==> src/repeating_task_timer_macros.svh <==
// ---------------------------------------------------------------------------
// Repeating task timer assertion macros
// Concurrent assertion shorthands on clk, with and without the reset guard.
// ---------------------------------------------------------------------------
`ifndef REPEATING_TASK_TIMER_MACROS_SVH
`define REPEATING_TASK_TIMER_MACROS_SVH

// checked only outside reset
`define RTT_ASSERT(lbl, prop, msg) \
  lbl: assert property (@(posedge clk) disable iff (!rst_n) prop) else $error(msg);

// checked at every edge, reset included
`define RTT_ASSERT_ALWAYS(lbl, prop, msg) \
  lbl: assert property (@(posedge clk) prop) else $error(msg);

`endif

==> src/rtt_pkg.sv <==
// ---------------------------------------------------------------------------
// Repeating task timer package
// Widths, codes and shared types of the repeating task timer.
// ---------------------------------------------------------------------------
package rtt_pkg;

  localparam int TIME_W     = 32;
  localparam int COUNT_W    = 16;
  localparam int CFG_DATA_W = (TIME_W > COUNT_W) ? TIME_W : COUNT_W;
  localparam int CFG_IDX_W  = 3;
  localparam int EV_W       = 2;
  localparam int OS_W       = 3;
  localparam int NRES       = 3;
  localparam int RCNT_W     = 2;

  localparam logic [EV_W-1:0] EV_NONE  = 2'd0;
  localparam logic [EV_W-1:0] EV_START = 2'd1;
  localparam logic [EV_W-1:0] EV_MAIN  = 2'd2;
  localparam logic [EV_W-1:0] EV_END   = 2'd3;

  localparam logic [OS_W-1:0] OS_NONE = 3'd0;
  localparam logic [OS_W-1:0] OS_S    = 3'd1;
  localparam logic [OS_W-1:0] OS_C    = 3'd2;
  localparam logic [OS_W-1:0] OS_SC   = 3'd3;
  localparam logic [OS_W-1:0] OS_SCE  = 3'd4;
  localparam logic [OS_W-1:0] OS_SE   = 3'd5;
  localparam logic [OS_W-1:0] OS_CE   = 3'd6;

  localparam logic [CFG_IDX_W-1:0] CFG_PERIOD      = 3'd0;
  localparam logic [CFG_IDX_W-1:0] CFG_START_DELAY = 3'd1;
  localparam logic [CFG_IDX_W-1:0] CFG_END_TIME    = 3'd2;
  localparam logic [CFG_IDX_W-1:0] CFG_REPEAT_MAX  = 3'd3;
  localparam logic [CFG_IDX_W-1:0] CFG_EXTRA_FINAL = 3'd4;
  localparam logic [CFG_IDX_W-1:0] CFG_ONESHOT     = 3'd5;

  typedef struct packed {
    logic [TIME_W-1:0]  period;
    logic [TIME_W-1:0]  start_delay;
    logic [TIME_W-1:0]  end_time;
    logic [COUNT_W-1:0] repeat_max;
    logic               extra_final_period;
    logic [OS_W-1:0]    oneshot_mode;
  } cfg_t;

  typedef struct packed {
    logic              command;
    logic [TIME_W-1:0] now;
    logic              start_enable;
  } item_t;

  typedef struct packed {
    logic [RCNT_W-1:0]          cnt;
    logic [NRES-1:0][EV_W-1:0]  evs;
  } res_t;

endpackage

==> src/rtt_cfg.sv <==
// ---------------------------------------------------------------------------
// Repeating task timer configuration registers
// Register file written by index over the configuration channel.
// ---------------------------------------------------------------------------
module rtt_cfg (
  input  logic                             clk,
  input  logic                             rst_n,
  input  logic                             cfg_valid,
  output logic                             cfg_ready,
  input  logic [rtt_pkg::CFG_IDX_W-1:0]    cfg_index,
  input  logic [rtt_pkg::CFG_DATA_W-1:0]   cfg_data,
  output rtt_pkg::cfg_t                    cfg
);

  rtt_pkg::cfg_t cfg_r;

  assign cfg_ready = 1'b1;
  assign cfg       = cfg_r;

  always_ff @(posedge clk) begin
    if (!rst_n) begin
      cfg_r <= '0;
    end else if (cfg_valid) begin
      case (cfg_index)
        rtt_pkg::CFG_PERIOD:      cfg_r.period <= cfg_data[rtt_pkg::TIME_W-1:0];
        rtt_pkg::CFG_START_DELAY: cfg_r.start_delay <= cfg_data[rtt_pkg::TIME_W-1:0];
        rtt_pkg::CFG_END_TIME:    cfg_r.end_time <= cfg_data[rtt_pkg::TIME_W-1:0];
        rtt_pkg::CFG_REPEAT_MAX:  cfg_r.repeat_max <= cfg_data[rtt_pkg::COUNT_W-1:0];
        rtt_pkg::CFG_EXTRA_FINAL: cfg_r.extra_final_period <= cfg_data[0];
        rtt_pkg::CFG_ONESHOT:     cfg_r.oneshot_mode <= cfg_data[rtt_pkg::OS_W-1:0];
        default: ;
      endcase
    end
  end

endmodule

==> src/rtt_in.sv <==
// ---------------------------------------------------------------------------
// Repeating task timer input register
// Holds one accepted item until the timer logic takes it.
// ---------------------------------------------------------------------------
module rtt_in (
  input  logic                        clk,
  input  logic                        rst_n,
  input  logic                        in_valid,
  output logic                        in_ready,
  input  logic                        in_command,
  input  logic [rtt_pkg::TIME_W-1:0]  in_now,
  input  logic                        in_start_enable,
  input  logic                        take,
  output logic                        item_valid,
  output rtt_pkg::item_t              item
);

  logic           valid_r;
  logic           valid_nxt;
  rtt_pkg::item_t item_r;

  assign in_ready   = !valid_r || take;
  assign item_valid = valid_r;
  assign item       = item_r;

  always_comb begin
    valid_nxt = valid_r;
    if (in_valid && in_ready) begin
      valid_nxt = 1'b1;
    end else if (take) begin
      valid_nxt = 1'b0;
    end
  end

  always_ff @(posedge clk) begin
    if (!rst_n) begin
      valid_r <= 1'b0;
    end else begin
      valid_r <= valid_nxt;
    end
  end

  always_ff @(posedge clk) begin
    if (in_valid && in_ready) begin
      item_r.command      <= in_command;
      item_r.now          <= in_now;
      item_r.start_enable <= in_start_enable;
    end
  end

endmodule

==> src/rtt_core.sv <==
// ---------------------------------------------------------------------------
// Repeating task timer core
// Timer state and the single-pass update that turns one item into events.
// ---------------------------------------------------------------------------
module rtt_core (
  input  logic           clk,
  input  logic           rst_n,
  input  rtt_pkg::cfg_t  cfg,
  input  logic           take,
  input  rtt_pkg::item_t item,
  output rtt_pkg::res_t  res
);

  localparam int TW = rtt_pkg::TIME_W;
  localparam int CW = rtt_pkg::COUNT_W;

  logic          delay_armed_r, delay_armed_nxt;
  logic [TW-1:0] delay_mark_r, delay_mark_nxt;
  logic          timer_on_r, timer_on_nxt;
  logic [TW-1:0] timer_mark_r, timer_mark_nxt;
  logic          end_on_r, end_on_nxt;
  logic [TW-1:0] end_mark_r, end_mark_nxt;
  logic [CW-1:0] repeat_count_r, repeat_count_nxt;

  logic                                         delay_present;
  logic [TW-1:0]                                el_delay, el_end, el_timer;
  logic                                         do_start, st_en, finished;
  logic [rtt_pkg::RCNT_W-1:0]                   cnt;
  logic [rtt_pkg::NRES-1:0][rtt_pkg::EV_W-1:0]  evs;

  assign res.cnt = cnt;
  assign res.evs = evs;

  always_comb begin
    delay_armed_nxt  = delay_armed_r;
    delay_mark_nxt   = delay_mark_r;
    timer_on_nxt     = timer_on_r;
    timer_mark_nxt   = timer_mark_r;
    end_on_nxt       = end_on_r;
    end_mark_nxt     = end_mark_r;
    repeat_count_nxt = repeat_count_r;
    cnt              = '0;
    evs              = '0;
    do_start         = 1'b0;
    st_en            = 1'b0;
    finished         = 1'b0;
    el_end           = '0;
    el_timer         = '0;

    delay_present = (cfg.start_delay != '0) && delay_armed_r;
    el_delay      = item.now - delay_mark_r;

    if (!item.command) begin
      if (delay_present && (el_delay >= cfg.start_delay)) begin
        delay_mark_nxt  = item.now;
        delay_armed_nxt = 1'b0;
        do_start        = 1'b1;
        st_en           = 1'b1;
      end
    end else if (!delay_present) begin
      do_start = 1'b1;
      st_en    = item.start_enable;
    end

    if (do_start) begin
      if (cfg.repeat_max == '0) begin
        if (st_en) begin
          case (cfg.oneshot_mode)
            rtt_pkg::OS_S: begin
              evs[0] = rtt_pkg::EV_START;
              cnt    = 2'd1;
            end
            rtt_pkg::OS_C: begin
              evs[0] = rtt_pkg::EV_MAIN;
              cnt    = 2'd1;
            end
            rtt_pkg::OS_SC: begin
              evs[0] = rtt_pkg::EV_START;
              evs[1] = rtt_pkg::EV_MAIN;
              cnt    = 2'd2;
            end
            rtt_pkg::OS_SCE: begin
              evs[0] = rtt_pkg::EV_START;
              evs[1] = rtt_pkg::EV_MAIN;
              evs[2] = rtt_pkg::EV_END;
              cnt    = 2'd3;
            end
            rtt_pkg::OS_SE: begin
              evs[0] = rtt_pkg::EV_START;
              evs[1] = rtt_pkg::EV_END;
              cnt    = 2'd2;
            end
            rtt_pkg::OS_CE: begin
              evs[0] = rtt_pkg::EV_MAIN;
              evs[1] = rtt_pkg::EV_END;
              cnt    = 2'd2;
            end
            default: ;
          endcase
          timer_on_nxt = 1'b0;
        end
      end else begin
        evs[0]         = rtt_pkg::EV_START;
        cnt            = 2'd1;
        timer_on_nxt   = st_en;
        timer_mark_nxt = item.now;
        if (cfg.end_time != '0) begin
          end_on_nxt   = st_en;
          end_mark_nxt = item.now;
        end
      end
    end

    if (!item.command && timer_on_nxt) begin
      el_end = item.now - end_mark_nxt;
      if ((cfg.end_time != '0) && end_on_nxt && (el_end >= cfg.end_time)) begin
        end_mark_nxt = item.now;
        timer_on_nxt = 1'b0;
        end_on_nxt   = 1'b0;
        if (cnt != 2'd3) begin
          evs[cnt] = rtt_pkg::EV_END;
          cnt      = cnt + 2'd1;
        end
      end
      el_timer = item.now - timer_mark_nxt;
      if (timer_on_nxt && (el_timer >= cfg.period)) begin
        timer_mark_nxt = item.now;
        if (cfg.repeat_max == '0) begin
          if (cnt != 2'd3) begin
            evs[cnt] = rtt_pkg::EV_MAIN;
            cnt      = cnt + 2'd1;
          end
        end else begin
          repeat_count_nxt = repeat_count_nxt + CW'(1);
          finished = cfg.extra_final_period ? (repeat_count_nxt > cfg.repeat_max)
                                            : (repeat_count_nxt >= cfg.repeat_max);
          if (finished) begin
            repeat_count_nxt = '0;
            timer_on_nxt     = 1'b0;
            if (!cfg.extra_final_period && (cnt != 2'd3)) begin
              evs[cnt] = rtt_pkg::EV_MAIN;
              cnt      = cnt + 2'd1;
            end
            if (cnt != 2'd3) begin
              evs[cnt] = rtt_pkg::EV_END;
              cnt      = cnt + 2'd1;
            end
          end else if (cnt != 2'd3) begin
            evs[cnt] = rtt_pkg::EV_MAIN;
            cnt      = cnt + 2'd1;
          end
        end
      end
    end
  end

  always_ff @(posedge clk) begin
    if (!rst_n) begin
      delay_armed_r  <= 1'b1;
      delay_mark_r   <= '0;
      timer_on_r     <= 1'b1;
      timer_mark_r   <= '0;
      end_on_r       <= 1'b1;
      end_mark_r     <= '0;
      repeat_count_r <= '0;
    end else if (take) begin
      delay_armed_r  <= delay_armed_nxt;
      delay_mark_r   <= delay_mark_nxt;
      timer_on_r     <= timer_on_nxt;
      timer_mark_r   <= timer_mark_nxt;
      end_on_r       <= end_on_nxt;
      end_mark_r     <= end_mark_nxt;
      repeat_count_r <= repeat_count_nxt;
    end
  end

endmodule

==> src/rtt_out.sv <==
// ---------------------------------------------------------------------------
// Repeating task timer result register
// Holds the events of one item and hands them out one transfer at a time.
// ---------------------------------------------------------------------------
`include "repeating_task_timer_macros.svh"

module rtt_out (
  input  logic                         clk,
  input  logic                         rst_n,
  input  logic                         load,
  input  rtt_pkg::res_t                res,
  output logic                         free,
  output logic                         out_valid,
  input  logic                         out_ready,
  output logic [rtt_pkg::EV_W-1:0]     out_event_res,
  output logic                         out_last
);

  logic                                         res_valid_r, res_valid_nxt;
  logic [rtt_pkg::RCNT_W-1:0]                   res_cnt_r;
  logic [rtt_pkg::NRES-1:0][rtt_pkg::EV_W-1:0]  res_evs_r;
  logic [rtt_pkg::RCNT_W-1:0]                   idx_r, idx_nxt;
  logic                                         xfer;

  assign out_valid     = res_valid_r;
  assign out_event_res = res_evs_r[idx_r];
  assign out_last      = (idx_r == (res_cnt_r - 2'd1));
  assign xfer          = res_valid_r && out_ready;
  assign free          = !res_valid_r || (xfer && out_last);

  always_comb begin
    res_valid_nxt = res_valid_r;
    idx_nxt       = idx_r;
    if (load) begin
      res_valid_nxt = 1'b1;
      idx_nxt       = '0;
    end else if (xfer) begin
      if (out_last) begin
        res_valid_nxt = 1'b0;
      end else begin
        idx_nxt = idx_r + 2'd1;
      end
    end
  end

  always_ff @(posedge clk) begin
    if (!rst_n) begin
      res_valid_r <= 1'b0;
      idx_r       <= '0;
    end else begin
      res_valid_r <= res_valid_nxt;
      idx_r       <= idx_nxt;
    end
  end

  always_ff @(posedge clk) begin
    if (load) begin
      res_cnt_r <= res.cnt;
      res_evs_r <= res.evs;
    end
  end

  `RTT_ASSERT(a_cnt_nonzero, res_valid_r |-> (res_cnt_r != 2'd0), "held result has no events")
  `RTT_ASSERT(a_idx_in_range, res_valid_r |-> (idx_r < res_cnt_r), "event index past count")
  `RTT_ASSERT(a_drain, (xfer && out_last && !load) |=> !res_valid_r, "result kept after last")
  `RTT_ASSERT_ALWAYS(a_reset_empty, !rst_n |=> !res_valid_r, "result valid after reset")

endmodule

==> src/repeating_task_timer.sv <==
// An accepted item waits in the input register, its events in the result
// register. Throughput: one item per cycle while each item yields at most
// one event and out_ready is high; an item with k events holds the result
// register for k output transfers. Items that yield no event load nothing.
// Reset: synchronous, active low; resets valid flags, config and timer state.
// ---------------------------------------------------------------------------
// Repeating task timer
// Tick and start items drive start, periodic main and end events.
// ---------------------------------------------------------------------------
module repeating_task_timer (
  input  logic                             clk,
  input  logic                             rst_n,
  input  logic                             in_valid,
  output logic                             in_ready,
  input  logic                             in_command,
  input  logic [rtt_pkg::TIME_W-1:0]       in_now,
  input  logic                             in_start_enable,
  output logic                             out_valid,
  input  logic                             out_ready,
  output logic [rtt_pkg::EV_W-1:0]         out_event_res,
  output logic                             out_last,
  input  logic                             cfg_valid,
  output logic                             cfg_ready,
  input  logic [rtt_pkg::CFG_IDX_W-1:0]    cfg_index,
  input  logic [rtt_pkg::CFG_DATA_W-1:0]   cfg_data
);

  rtt_pkg::cfg_t  cfg;
  rtt_pkg::item_t item;
  rtt_pkg::res_t  res;
  logic           item_valid;
  logic           free;
  logic           take;
  logic           load;

  assign take = item_valid && free;
  assign load = take && (res.cnt != 2'd0);

  rtt_cfg u_cfg (
    .clk       (clk),
    .rst_n     (rst_n),
    .cfg_valid (cfg_valid),
    .cfg_ready (cfg_ready),
    .cfg_index (cfg_index),
    .cfg_data  (cfg_data),
    .cfg       (cfg)
  );

  rtt_in u_in (
    .clk             (clk),
    .rst_n           (rst_n),
    .in_valid        (in_valid),
    .in_ready        (in_ready),
    .in_command      (in_command),
    .in_now          (in_now),
    .in_start_enable (in_start_enable),
    .take            (take),
    .item_valid      (item_valid),
    .item            (item)
  );

  rtt_core u_core (
    .clk   (clk),
    .rst_n (rst_n),
    .cfg   (cfg),
    .take  (take),
    .item  (item),
    .res   (res)
  );

  rtt_out u_out (
    .clk           (clk),
    .rst_n         (rst_n),
    .load          (load),
    .res           (res),
    .free          (free),
    .out_valid     (out_valid),
    .out_ready     (out_ready),
    .out_event_res (out_event_res),
    .out_last      (out_last)
  );

endmodule
==> config.mk <==
export PLATFORM = sky130hd
export DESIGN_NAME = repeating_task_timer
export DESIGN_NICKNAME = d
export VERILOG_FILES = /design/src/rtt_pkg.sv /design/src/rtt_cfg.sv /design/src/rtt_in.sv /design/src/rtt_core.sv /design/src/rtt_out.sv /design/src/repeating_task_timer.sv
export VERILOG_INCLUDE_DIRS = /design/src /design/src/src
export SDC_FILE = /design/constraint.sdc
export NUM_CORES = 1
export LEC_CHECK = 0
export CORE_ASPECT_RATIO = 0.7
export CORE_UTILIZATION = 25
export CTS_CLUSTER_DIAMETER = 100
export DETAILED_ROUTE_END_ITERATION = 7
export DONT_BUFFER_PORTS = 1
export HOLD_SLACK_MARGIN = 0.15
export SETUP_SLACK_MARGIN = 0.4
export SLEW_MARGIN = 15
export SYNTH_ARGS = -nofsm -noshare
export SYNTH_HDL_FRONTEND = slang
export SYNTH_SLANG_ARGS = --single-unit
==> constraint.sdc <==
create_clock -name clk -period 13.25 [get_ports clk]
set_input_delay 2.65 -clock clk [delete_from_list [all_inputs] [get_ports clk]]
set_output_delay 2.65 -clock clk [all_outputs]
set_load 0.02 [all_outputs]
==> summary.md <==
| Metric | Value |
|---|---|
| Hold Path Origin | u_cfg.cfg[111] |
| Design Area, Final | 22120 um2 |
| I/O pin cnt | 80 |
| Hold Violations, Final | 0 |
| Synthesized Nets | 2665 |
| CTS tree | done |
| Setup_tns | 0 ns |
| Lkg Pwr | 0.008356 uW |
| Global-route usage over all layers | 15.02% |
| Met2 WL post-DR | 23.12 mm |
| Max transition margin | 26.05% |
| Slowest stage cell, crit path | edfxtp_1 |
| WP data required | 13.59 ns |
| FFs w/ async S/R, synth | 0% |
| Vias in the first global route | 14927 |
| Seq pwr share | 30.4% |
| Slew Viols, Final | 0 |
| Post-detail-place hpwl | 45.59 mm |
| Worst-Skew Late Latency | 0.59 ns |
| Netlist cell types | 81 |
| Routed wire length per instance | 17.87 um |
| Row count | 85 |
| Sequential fraction of the synthesis area | 30.51% |
| Largest net degree at the start of global routing | 238 |
| Max FO, Critical Path | 17 |
| Clk sink count | 277 |
| Place WS | 0.2335 ns |
| Commonest non-fill, non-tap cells in the layout | nand2_1, dfxtp_1, ha_1 |
| Peak supply drop | 0.1058 mV |
| FF+latch area | 5966 um2 |
| Post-synth EDFFs | 42 |
| CTS max path bufs | 3 |
| Root Buffer | clkbuf_16 |
| Post-synth top flop | dfxtp_1 |
| Max incr delay on CP | 0.44 ns |
| Die area | 79360 um2 |
| Setup ws final | 0.9913 ns |
| Met1 WL | 30.92 mm |
| Synth-to-Final Area Change | 13.14% |
| Combinational share of power | 38.9% |
| Sw frac | 37.04% |
| Detail Route met3 WL | 6.391 mm |
| Drt via density | 4.872 |
| Synthesized area | 19560 um2 |
| Layout Cells excl Fill | 3436 |
| Reg clk slew, reported paths | 0.06 ns |
| CTS H-tree depth | 1 |
| Initial antenna violation count | 7 |
| Pint | 1938 uW |
| DRC Markers | 0 |
| Yosys reg bits | 277 |
| Port bufs | 0 |
| Buf+Inv Stages, Crit Path | 5 |
| Starting DRT DRC Count | 1491 |
| CP Capture Type | flop |
| Clock Power Share | 30.7% |
| Fillers | 8194 |
| Grt ovf | 0 |
| CP startpoint kind | flop |
| Hold crit path type | reg -> reg |
| DR pass1 iterations | 5 |
| Reg2reg start | u_in.item[1] |
| First-pass GRT wire length | 92.74 mm |
| Launch point of the worst path | u_in.item[1] |
| CP top delay family | compound AO/OA/AOI/OAI gates |
| Chip height | 236.0 um |
| Outcome | finished clean |
| P per Cell Area | 139.1 nW/um2 |
| Maxcap violations | 0 |
| DRT antenna net count | 0 |
| Fin crit period | 12.26 ns |
| Critical path class | reg -> reg |
| Tcrit/Tclk final | 92.52% |
| GPL Wtd Cong | 0.8911 |
| Die X | 336.3 um |
| Measured slew at the worst slew-check pin | 1.109 ns |
| Layout cells sized above 1 | 6.234% |
| Skew final | 0.01615 ns |
| Most common cell after layout, fill and taps aside | nand2_1 |
| Yosys warns | 0 |
| Syn_area_per_cell | 8.230 um2 |
| Core area | 77110 um2 |
| RSZ-0062 raised after global routing | false |
| Vias | 16739 |
| CTS buffer count | 31 |
| Post-DP Area | 20780 um2 |
| Placed insts | 3361 |
| Highest metal used | met5 |
| Area of the multi-input gates | 12690 um2 |
| Post-Syn Instances | 2376 |
| Sw power | 1140 uW |
| Final setup fails | 0 |
| Layout Nets | 2655 |
| Initial core utilization | 25.36% |
| Fmax achieved | 0.08157 GHz |
| Final WL | 61.39 mm |
| Critical path arrival | 12.60 ns |
-- worst reg2reg max path: cells and delay by family, from the launching register on --
| kind | cells | cell delay, ns |
|---|---|---|
| adder cells (fa/ha/maj) | 7 | 2.06 |
| flip-flops | 1 | 0.44 |
| buffers and inverters | 5 | 0.62 |
| AO/OA/AOI/OAI | 23 | 5.71 |
| AND/OR/NAND/NOR | 15 | 3.18 |
-- area by class of cell --
| cell class | count | share of cell area (%) |
|---|---|---|
| repair buffers | 51 | 1.731 |
| clock inverters | 16 | 0.8823 |
| well taps | 1044 | 5.904 |
| inverters | 179 | 3.037 |
| flip-flops and latches | 277 | 26.97 |
| diodes | 2 | 0.02262 |
| clock buffers | 41 | 4.095 |
| multi-input cells | 1826 | 57.36 |
-- synthesized netlist by cell type, types with 5 or more instances --
master,number,area share [%]
ha_1,212,14
a21boi_0,187,7.2
and4_1,6,0.27
nand4_1,25,0.80
a2111oi_0,8,0.36
xor2_1,29,1.3
nor2_1,95,1.8
a211oi_1,9,0.35
o31ai_1,12,0.46
nor3b_1,5,0.19
nand3b_1,12,0.46
o31a_1,5,0.22
inv_1,177,3.4
and3_1,13,0.42
nor4_1,24,0.77
a31oi_1,14,0.45
a21o_1,51,2.0
nand2_1,369,7.1
clkbuf_1,79,1.5
and2_1,14,0.45
mux2i_1,102,5.2
edfxtp_1,42,6.4
nand2b_1,19,0.61
nand3_1,78,2.0
o21bai_1,14,0.54
o2111ai_1,6,0.27
or2_2,5,0.16
o211ai_1,16,0.61
nor2b_1,63,2.0
a21oi_1,110,2.8
o21a_1,20,0.77
buf_2,7,0.18
dfxtp_1,235,24
a211o_1,9,0.40
a21boi_1,7,0.27
nor3_1,27,0.69
o21ai_0,120,3.1
buf_1,6,0.12
xnor2_1,67,3.0
or3_1,12,0.38
-- registers in the layout (all words and copies together), names as in the netlist, 2 cells and up --
register / flops
u_core.repeat_count_r: 16
u_out.idx_r: 2
u_core.delay_mark_r: 32
u_core.timer_mark_r: 32
u_in.item: 34
u_out.res_cnt_r: 2
u_core.end_mark_r: 32
u_out.res_evs_r: 6
u_cfg.cfg: 116
-- through the flow --
stage	hold WS, ns	utilization [%]	power (uW)
4_1_cts	0.4648	28.40	3040
3_5_place_dp	0.4564	26.96	2081
2_1_floorplan	0.4435	-	1778
3_3_place_gp	0.4497	26.96	2077
5_1_grt	0.4796	28.69	3258
6_report	0.4634	28.69	3078
-- worst paths after layout --
path	end	slack (ns)	cells past startpoint
max	u_out.res_evs_r[5]	0.99	50
min	u_cfg.cfg[111]	0.46	2
max reg2reg	u_out.res_evs_r[5]	0.99	50
min reg2reg	u_cfg.cfg[111]	0.46	2
-- power groups by stage --
stage	Clock (uW)	Sequential [uW]	Combinational, uW
final	946	936	1200
after floorplan	0	941	837
after detailed placement	0	954	1130
after global placement	0	952	1120
after global routing	1000	940	1320
after CTS	966	935	1140
-- timing repair --
action,in CTS,in global routing
hold buffers,0,0
resized for setup,3,17
setup buffers,0,16
setup endpoints to repair,11,67
pin swaps,0,6
-- kinds of logic after synthesis --
kind of cell / share of synthesized area [%]
compound gates: 22.19
xor+xnor: 4.300
fa+ha+maj: 13.87
buf+inv: 5.343
flops: 30.51
mux: 5.221
other cells: 0.01918
simple gates: 18.55
-- layer usage --
metal	track usage [%]	vias up
met1	23.70	7778
li1	-	8375
met4	2.255	8
met3	4.275	66
met5	0	-
met2	19.77	512
Note: power is estimated with default switching activity, not from simulation.
